**src/hw/rtl/rle8_pkg.sv**
```systemverilog
// Package for the byte run-length decoder: phase encoding, command modes,
// the run descriptor passed from the front to the back, and queue sizing.
// No dependencies.
package rle8_pkg;

  typedef enum logic [1:0] {
    PH_CMD  = 2'd0,
    PH_FILL = 2'd1,
    PH_LIT  = 2'd2
  } phase_t;

  localparam logic [1:0] MODE_ZERO = 2'b00;
  localparam logic [1:0] MODE_ONES = 2'b01;
  localparam logic [1:0] MODE_FILL = 2'b10;
  localparam logic [1:0] MODE_LIT  = 2'b11;

  localparam logic [7:0] BYTE_ZERO = 8'h00;
  localparam logic [7:0] BYTE_ONES = 8'hFF;

  localparam int LEN_W  = 6;
  localparam int PEND_W = 7;
  localparam logic [PEND_W-1:0] PEND_MAX = 7'd64;

  localparam int Q_DEPTH = 4;
  localparam int Q_AW    = $clog2(Q_DEPTH);

  typedef struct packed {
    logic [7:0]       value;
    logic [LEN_W-1:0] len_m1;
    logic             eos;
  } job_t;

endpackage

```
**src/hw/rtl/rle8_front.sv**
```systemverilog
// Front end: accepts compressed bytes, tracks the command phase and turns
// each byte that yields output into a run descriptor. Depends on rle8_pkg.
module rle8_front (
  input  logic          clk,
  input  logic          rst_n,
  input  logic          in_valid,
  output logic          in_stall,
  input  logic [7:0]    in_byte,
  input  logic          q_full,
  output logic          q_push,
  output rle8_pkg::job_t q_job
);
  import rle8_pkg::*;

  phase_t              phase_r, phase_nxt;
  logic [PEND_W-1:0]   pend_r, pend_nxt;
  logic                accept;
  logic [1:0]          mode;
  logic [LEN_W-1:0]    raw_len;

  assign in_stall = q_full;
  assign accept   = in_valid && !q_full;
  assign mode     = in_byte[7:6];
  assign raw_len  = in_byte[LEN_W-1:0];

  always_comb begin
    phase_nxt = phase_r;
    pend_nxt  = pend_r;
    if (accept) begin
      unique case (phase_r)
        PH_FILL: begin
          phase_nxt = PH_CMD;
          pend_nxt  = '0;
        end
        PH_LIT: begin
          if (pend_r <= PEND_W'(1)) begin
            phase_nxt = PH_CMD;
            pend_nxt  = '0;
          end else begin
            pend_nxt = pend_r - PEND_W'(1);
          end
        end
        default: begin
          phase_nxt = PH_CMD;
          pend_nxt  = '0;
          unique case (mode)
            MODE_FILL: begin
              if (raw_len != '0) begin
                phase_nxt = PH_FILL;
                pend_nxt  = {1'b0, raw_len} + PEND_W'(1);
              end
            end
            MODE_LIT: begin
              phase_nxt = PH_LIT;
              pend_nxt  = {1'b0, raw_len} + PEND_W'(1);
            end
            default: ;
          endcase
        end
      endcase
    end
  end

  always_comb begin
    q_push       = 1'b0;
    q_job.value  = in_byte;
    q_job.len_m1 = '0;
    q_job.eos    = 1'b0;
    unique case (phase_r)
      PH_FILL: begin
        q_push = accept;
        if (pend_r == '0) begin
          q_job.len_m1 = '0;
        end else if (pend_r > PEND_MAX) begin
          q_job.len_m1 = '1;
        end else begin
          q_job.len_m1 = LEN_W'(pend_r - PEND_W'(1));
        end
      end
      PH_LIT: begin
        q_push = accept;
      end
      default: begin
        unique case (mode)
          MODE_ZERO: begin
            q_push       = accept;
            q_job.value  = BYTE_ZERO;
            q_job.len_m1 = raw_len;
          end
          MODE_ONES: begin
            q_push       = accept;
            q_job.value  = BYTE_ONES;
            q_job.len_m1 = raw_len;
          end
          MODE_FILL: begin
            q_push      = accept && (raw_len == '0);
            q_job.value = BYTE_ZERO;
            q_job.eos   = 1'b1;
          end
          default: ;
        endcase
      end
    endcase
  end

  always_ff @(posedge clk) begin
    if (!rst_n) begin
      phase_r <= PH_CMD;
      pend_r  <= '0;
    end else begin
      phase_r <= phase_nxt;
      pend_r  <= pend_nxt;
    end
  end

endmodule

```
**src/hw/rtl/rle8_queue.sv**
```systemverilog
// Short queue of run descriptors between the front and back ends.
// Depends on rle8_pkg.
module rle8_queue (
  input  logic           clk,
  input  logic           rst_n,
  input  logic           push,
  input  rle8_pkg::job_t push_job,
  output logic           full,
  input  logic           pop,
  output logic           q_valid,
  output rle8_pkg::job_t q_job
);
  import rle8_pkg::*;

  job_t            mem_r [Q_DEPTH];
  logic [Q_AW-1:0] wr_r, wr_nxt;
  logic [Q_AW-1:0] rd_r, rd_nxt;
  logic [Q_AW:0]   cnt_r, cnt_nxt;

  assign full    = (cnt_r == (Q_AW+1)'(Q_DEPTH));
  assign q_valid = (cnt_r != '0);
  assign q_job   = mem_r[rd_r];

  always_comb begin
    wr_nxt  = push ? wr_r + Q_AW'(1) : wr_r;
    rd_nxt  = pop ? rd_r + Q_AW'(1) : rd_r;
    cnt_nxt = cnt_r;
    if (push && !pop) begin
      cnt_nxt = cnt_r + (Q_AW+1)'(1);
    end else if (pop && !push) begin
      cnt_nxt = cnt_r - (Q_AW+1)'(1);
    end
  end

  always_ff @(posedge clk) begin
    if (!rst_n) begin
      wr_r  <= '0;
      rd_r  <= '0;
      cnt_r <= '0;
    end else begin
      wr_r  <= wr_nxt;
      rd_r  <= rd_nxt;
      cnt_r <= cnt_nxt;
    end
  end

  always_ff @(posedge clk) begin
    if (push) begin
      mem_r[wr_r] <= push_job;
    end
  end

endmodule

```
**src/hw/rtl/rle8_back.sv**
```systemverilog
// Back end: plays each run descriptor out one byte per cycle into the
// output register while out_stall does not hold it. Depends on rle8_pkg.
module rle8_back (
  input  logic           clk,
  input  logic           rst_n,
  input  logic           q_valid,
  input  rle8_pkg::job_t q_job,
  output logic           q_pop,
  output logic           out_valid,
  input  logic           out_stall,
  output logic [7:0]     out_byte,
  output logic           out_last_of_run,
  output logic           out_end_of_stream
);
  import rle8_pkg::*;

  logic             busy_r, busy_nxt;
  logic             out_valid_r, out_valid_nxt;
  job_t             job_r;
  logic [LEN_W-1:0] cnt_r;
  logic [7:0]       out_byte_r;
  logic             out_last_r;
  logic             out_eos_r;
  logic             slot;
  logic             emit;
  logic             finish;

  assign slot   = !out_valid_r || !out_stall;
  assign emit   = busy_r && slot;
  assign finish = emit && (cnt_r == '0);
  assign q_pop  = q_valid && (!busy_r || finish);

  always_comb begin
    busy_nxt = busy_r;
    if (q_pop) begin
      busy_nxt = 1'b1;
    end else if (finish) begin
      busy_nxt = 1'b0;
    end
    out_valid_nxt = emit ? 1'b1 : (slot ? 1'b0 : out_valid_r);
  end

  always_ff @(posedge clk) begin
    if (!rst_n) begin
      busy_r      <= 1'b0;
      out_valid_r <= 1'b0;
    end else begin
      busy_r      <= busy_nxt;
      out_valid_r <= out_valid_nxt;
    end
  end

  always_ff @(posedge clk) begin
    if (q_pop) begin
      job_r <= q_job;
      cnt_r <= q_job.len_m1;
    end else if (emit) begin
      cnt_r <= cnt_r - LEN_W'(1);
    end
    if (emit) begin
      out_byte_r <= job_r.value;
      out_last_r <= (cnt_r == '0);
      out_eos_r  <= job_r.eos;
    end
  end

  assign out_valid         = out_valid_r;
  assign out_byte          = out_byte_r;
  assign out_last_of_run   = out_last_r;
  assign out_end_of_stream = out_eos_r;

endmodule

```
**src/hw/rtl/rle8_fill_decoder_core.sv**
```systemverilog
// Byte run-length decoder top level: front end, descriptor queue, back end.
// Depends on rle8_pkg, rle8_front, rle8_queue and rle8_back.
//
// Usage:
//   Input channel in_valid / in_stall / in_byte carries one compressed byte
//   per transaction: a command, a fill value or a literal byte.
//   Output channel out_valid / out_stall carries one decoded byte per
//   transaction with out_last_of_run on the final byte caused by an input
//   byte and out_end_of_stream (with out_byte zero) on the end marker.
//   Path: a byte that yields output is written into the queue, popped into
//   the back's descriptor register, then played into the output register.
//   Throughput: the front takes one byte per cycle while in_stall is low;
//   the back plays runs out at one result per cycle while out_stall is
//   low. Run-opening commands consume an input byte and give no output.
//   The four-entry descriptor queue absorbs bursts; when it fills,
//   in_stall rises.
//   Reset (rst_n low, synchronous) returns to command phase, empties the
//   queue and drops any result not yet taken.
//   A stalled result holds in the output register; the back pauses and
//   the queue keeps filling until it is full.
module rle8_fill_decoder_core (
  input  logic       clk,
  input  logic       rst_n,
  input  logic       in_valid,
  output logic       in_stall,
  input  logic [7:0] in_byte,
  output logic       out_valid,
  input  logic       out_stall,
  output logic [7:0] out_byte,
  output logic       out_last_of_run,
  output logic       out_end_of_stream
);
  import rle8_pkg::*;

  logic q_full;
  logic q_push;
  logic q_pop;
  logic q_valid;
  job_t push_job;
  job_t q_job;

  rle8_front u_front (
    .clk      (clk),
    .rst_n    (rst_n),
    .in_valid (in_valid),
    .in_stall (in_stall),
    .in_byte  (in_byte),
    .q_full   (q_full),
    .q_push   (q_push),
    .q_job    (push_job)
  );

  rle8_queue u_queue (
    .clk      (clk),
    .rst_n    (rst_n),
    .push     (q_push),
    .push_job (push_job),
    .full     (q_full),
    .pop      (q_pop),
    .q_valid  (q_valid),
    .q_job    (q_job)
  );

  rle8_back u_back (
    .clk               (clk),
    .rst_n             (rst_n),
    .q_valid           (q_valid),
    .q_job             (q_job),
    .q_pop             (q_pop),
    .out_valid         (out_valid),
    .out_stall         (out_stall),
    .out_byte          (out_byte),
    .out_last_of_run   (out_last_of_run),
    .out_end_of_stream (out_end_of_stream)
  );

`ifndef NO_ASSERTIONS
  a_eos_marker: assert property (@(posedge clk) disable iff (!rst_n)
    out_valid && out_end_of_stream |-> out_last_of_run && (out_byte == BYTE_ZERO))
    else $error("end marker without last flag or with nonzero byte");

  a_reset_out: assert property (@(posedge clk)
    !rst_n |=> !out_valid)
    else $error("result valid right after reset");

  a_pop_nonempty: assert property (@(posedge clk) disable iff (!rst_n)
    q_pop |-> q_valid)
    else $error("descriptor popped from empty queue");

  a_push_room: assert property (@(posedge clk) disable iff (!rst_n)
    q_push |-> !q_full)
    else $error("descriptor pushed into full queue");
`endif

endmodule

```
**config.mk**
```make
export PLATFORM = sky130hd
export DESIGN_NAME = rle8_fill_decoder_core
export DESIGN_NICKNAME = d
export VERILOG_FILES = /design/src/hw/rtl/rle8_pkg.sv /design/src/hw/rtl/rle8_front.sv /design/src/hw/rtl/rle8_queue.sv /design/src/hw/rtl/rle8_back.sv /design/src/hw/rtl/rle8_fill_decoder_core.sv
export SDC_FILE = /design/constraint.sdc
export NUM_CORES = 1
export LEC_CHECK = 0
export ABC_CLOCK_PERIOD_IN_PS = 2900
export BUFFER_PORTS_ARGS = -buffer_cell sky130_fd_sc_hd__buf_4
export CAP_MARGIN = 20
export CORE_MARGIN = 1.5
export CORE_UTILIZATION = 30
export CTS_BUF_LIST = sky130_fd_sc_hd__clkbuf_2 sky130_fd_sc_hd__clkbuf_4 sky130_fd_sc_hd__clkbuf_8
export DETAILED_ROUTE_END_ITERATION = 7
export GPL_ROUTABILITY_DRIVEN = 0
export GPL_TIMING_DRIVEN = 0
export PLACE_DENSITY_LB_ADDON = 0.25
export SYNTH_ARGS = -nofsm -noshare
export SYNTH_HDL_FRONTEND = slang
export SYNTH_SLANG_ARGS = --single-unit
```
**constraint.sdc**
```tcl
create_clock -name clk -period 2.9 [get_ports clk]
set_input_delay 0.29 -clock clk [delete_from_list [all_inputs] [get_ports clk]]
set_output_delay 0.29 -clock clk [all_outputs]
set_load 0.005 [all_outputs]
```
==> results.cfg <==
[floorplanning]
start_util_pct = 31.0
rows = 44
coreArea_um2 = 14700
die-area_um2 = 16000
io_pins = 24
fp.dieW_um = 126
dieHeight_um = 126

[pwr]
swShare_pct = 28.4
intPower_mw = 3.11
p_leak_nw = 1.82
power_frac_comb_pct = 27.6
clockPowerShare_pct = 22.7
ir_drop_v = 0.000222
seqPwrFrac_pct = 49.6
power_mw = 4.34
p_switching_mw = 1.23
power.density_nw_per_um2 = 834

[setup_path]
critPathMaxStageDelay_ns = 0.43
cp-start-kind = flop
reg2reg_depth = 12
critPathCaptureType = flop
crit_path_cell_trace = inv_1, ha_1, or3b_4, o41a_1, nor2_4, inv_1, ha_1, inv_1, fa_1, xor2_1, or3_1, a21oi_1
reg2reg_to = u_queue.cnt_r[2]$_SDFFE_PN0P_
reg2reg_from = u_back.cnt_r[0]$_DFFE_PP_
cp_common_cell = inv_1
worst-setup-path-type = flop to flop
path_depth = 12
ff2ff_setup_slack_ns = 0.19
cp_top_family = simple AND/OR/NAND/NOR gates
critPathBufInv = 3
cp.required_ns = 3.20
cp_max_fo = 6
arrival_ns = 3.01
crit_slowest_cell = o41a_1

[placement]
portBuffers = 22
dp_hpwl_mm = 5.72
place_inst = 516
place_area_um2 = 4960
dp_slack_ns = -0.342

[outcome]
status = finished clean

[detailed_routing]
drt_pass1_iterations = 4
drtIter0Drc = 169
vias = 2537
drc = 0
wl_per_cell_um = 15.8
drtAntennaViolNets = 0
via_per_inst = 4.76
routed_wl_mm = 8.45

[cts]
cts_hold_buf = 0
insertion_delay_ns = 0.37
clk_path_buf_depth = 2
cts_tree = done
clkSlewWorstSetupHoldPaths_ns = 0.10
cts_sinks = 105
cts_buffers = 9
htree_num_levels = 3
clk_root_buffer_cell = clkbuf_8

[logic_synthesis]
syn_inst = 310
synth_seq_cells = 105
synthesis.area_um2 = 4560
synth_edf_count = 85
yosys_warnings = 0
syn-num-nets = 336
seq_area_frac_synth_pct = 64.7
yosys.cell_types.count = 50
synthArstFlopShare_pct = 0
syn_area_per_cell_um2 = 14.7
ys.flop_type = edfxtp_1

[final_layout]
fin_area_um2 = 5200
syn2layout_area_growth_pct = 14.1
layout-drive-gt1-share_pct = 21.5
finalNetCount = 371
layout.cells.non_filler = 533
antenna_cells = 0

[grt]
antenna_found_initial = 0
track_usage_pct = 11.3
grt_pass1_vias = 2520
grt.overflow.total = 0
grt_pass1_wl_mm = 13.5
grt_max_degree = 17

[min_path]
whs_path_depth = 3
holdPathEnd = u_front.pend_r[5]$_SDFFE_PN0P_
min_path_type = input port to flop
min-delay-start = rst_n

[timing]
worst_pin_slew_ns = 0.784
period_needed_ns = 2.71
timing.hold.ws_ns = 0.232
post-route-worst-setup-slack_ns = 0.187
finalSetupViolCount = 0
fin_skew_ns = 0.00869
fmax_mhz = 369
maxSlewViolCount = 0
max-slew-margin-rel_pct = 47.3
hold_viol_final = 0
rsz0062_at_grt = false
period_share_pct = 93.6

[job]
maxCapViolCount = 0
==> cell usage in the layout, fill, tap and decap left out, types with 3 or more instances in the layout <==
| cell type | instances |
|---|---|
| ha_1 | 13 |
| clkbuf_8 | 9 |
| mux4_2 | 15 |
| a22o_1 | 6 |
| nor2_1 | 20 |
| nand2_1 | 11 |
| and2_1 | 3 |
| or3_1 | 4 |
| nand2b_1 | 3 |
| a21oi_1 | 12 |
| nand3_1 | 11 |
| dfxtp_1 | 20 |
| a2bb2oi_1 | 3 |
| nor2b_1 | 4 |
| mux2i_1 | 4 |
| clkbuf_1 | 10 |
| o21ai_0 | 10 |
| inv_1 | 18 |
| mux2_2 | 6 |
| nor3_1 | 5 |
| and3_2 | 3 |
| buf_4 | 24 |
| edfxtp_1 | 85 |
| xor2_1 | 6 |
| xnor2_1 | 6 |
==> power by group through the flow <==
stage | Clock [mW] | Sequential (mW) | Combinational, mW
floorplan | 0 | 2.17 | 0.878
finish | 0.986 | 2.15 | 1.20
CTS | 1.01 | 2.16 | 1.22
global placement | 0 | 2.19 | 1.18
detailed placement | 0 | 2.19 | 1.20
global route | 1.08 | 2.19 | 1.34
==> synth_stat cells (2+ instances only) <==
cell type	instances	area, um^2
or3_1	4	25.0
nor2_1	20	75.1
nand4_1	2	12.5
ha_1	13	163
o21ai_0	10	50.1
clkbuf_1	10	37.5
dfxtp_1	20	400
inv_1	18	67.6
o211ai_1	2	15.0
nor2b_1	4	25.0
a22o_1	6	52.6
a21oi_1	12	60.1
nand3_1	11	55.1
xor2_1	6	52.6
edfxtp_1	85	2550
mux2i_1	4	40.0
and2_1	3	18.8
o31ai_1	2	15.0
and3_1	4	25.0
or4_1	2	15.0
a2bb2oi_1	3	26.3
nand2_1	11	41.3
xnor2_1	6	52.6
mux4_2	15	338
nand2b_1	3	18.8
nor3_1	5	25.0
mux2_2	6	67.6
==> metrics by stage <==
stage / util [%] / setup TNS [ns]
after floorplan: - / 0
final: 35.4 / 0
after CTS: 35.2 / 0
after global routing: 35.4 / 0
after detailed placement: 33.7 / -0.558
after global placement: 33.7 / -0.524
==> worst max-delay path by stage <==
stage          slack, ns                          start                            end
3_3_place_gp       -0.32                     in_byte[0]  u_queue.cnt_r[2]$_SDFFE_PN0P_
4_1_cts             0.04                     in_byte[0]  u_queue.cnt_r[2]$_SDFFE_PN0P_
3_5_place_dp       -0.34                     in_byte[0]  u_queue.cnt_r[2]$_SDFFE_PN0P_
5_1_grt            0.002  u_queue.cnt_r[1]$_SDFFE_PN0P_  u_queue.mem_r[2][3]$_DFFE_PP_
2_1_floorplan       0.04                     in_byte[0]  u_queue.cnt_r[2]$_SDFFE_PN0P_
6_report            0.19      u_back.cnt_r[0]$_DFFE_PP_  u_queue.cnt_r[2]$_SDFFE_PN0P_
==> repair_timing <==
action,in CTS,in global routing
endpoints found under the hold margin,0,0
buffers inserted,1,0
pin swaps,1,1
endpoints found under the setup margin,2,26
resized for setup,0,6
==> kinds of logic (layout without fill, tap and decap cells) <==
kind of cell / after synthesis / after routing / synth area share (%)
flops: 105 / 105 / 64.7
simple gates: 78 / 78 / 9.21
compound gates: 47 / 47 / 7.60
buf+inv: 29 / 68 / 2.41
mux: 25 / 25 / 9.76
fa+ha+maj: 14 / 14 / 4.00
xor+xnor: 12 / 12 / 2.30
==> worst register-to-register path, cell delays in order, from the launching register on <==
cell and delay (ns):
edfxtp_1 0.39, inv_1 0.09, ha_1 0.17, or3b_4 0.40, o41a_1 0.43, nor2_4 0.15, inv_1 0.05, ha_1 0.19
inv_1 0.07, fa_1 0.17, xor2_1 0.07, or3_1 0.31, a21oi_1 0.15
==> sequential cells by signal (all words and copies together) (netlist names), 3 cells and up, named ones only <==
signal / count
u_front.pend_r: 7
u_queue.cnt_r: 3
u_back.job_r: 9
u_queue.mem_r: 60
u_back.out_byte: 8
u_back.cnt_r: 6
==> layer usage <==
| layer | global-route usage (%) | wire length, um | vias up |
|---|---|---|---|
| met3 | 2.19 | 303 | 11 |
| met2 | 17.7 | 4050 | 46 |
| li1 | - | - | 1246 |
| met1 | 15.1 | 3940 | 1234 |
| met5 | 0 | 0 | - |
| met4 | 5.75 | 149 | 0 |
==> cell type report <==
type	instances	area, um^2
plain buffers	11	42.5
clock buffers	10	131
clock inverters	5	81.3
fillers	1402	9490
inverters	18	67.6
multi-input cells	176	1520
flip-flops and latches	105	2950
well taps	184	230
repair buffers	24	180
No activity file was read; power rests on OpenSTA's default activity.
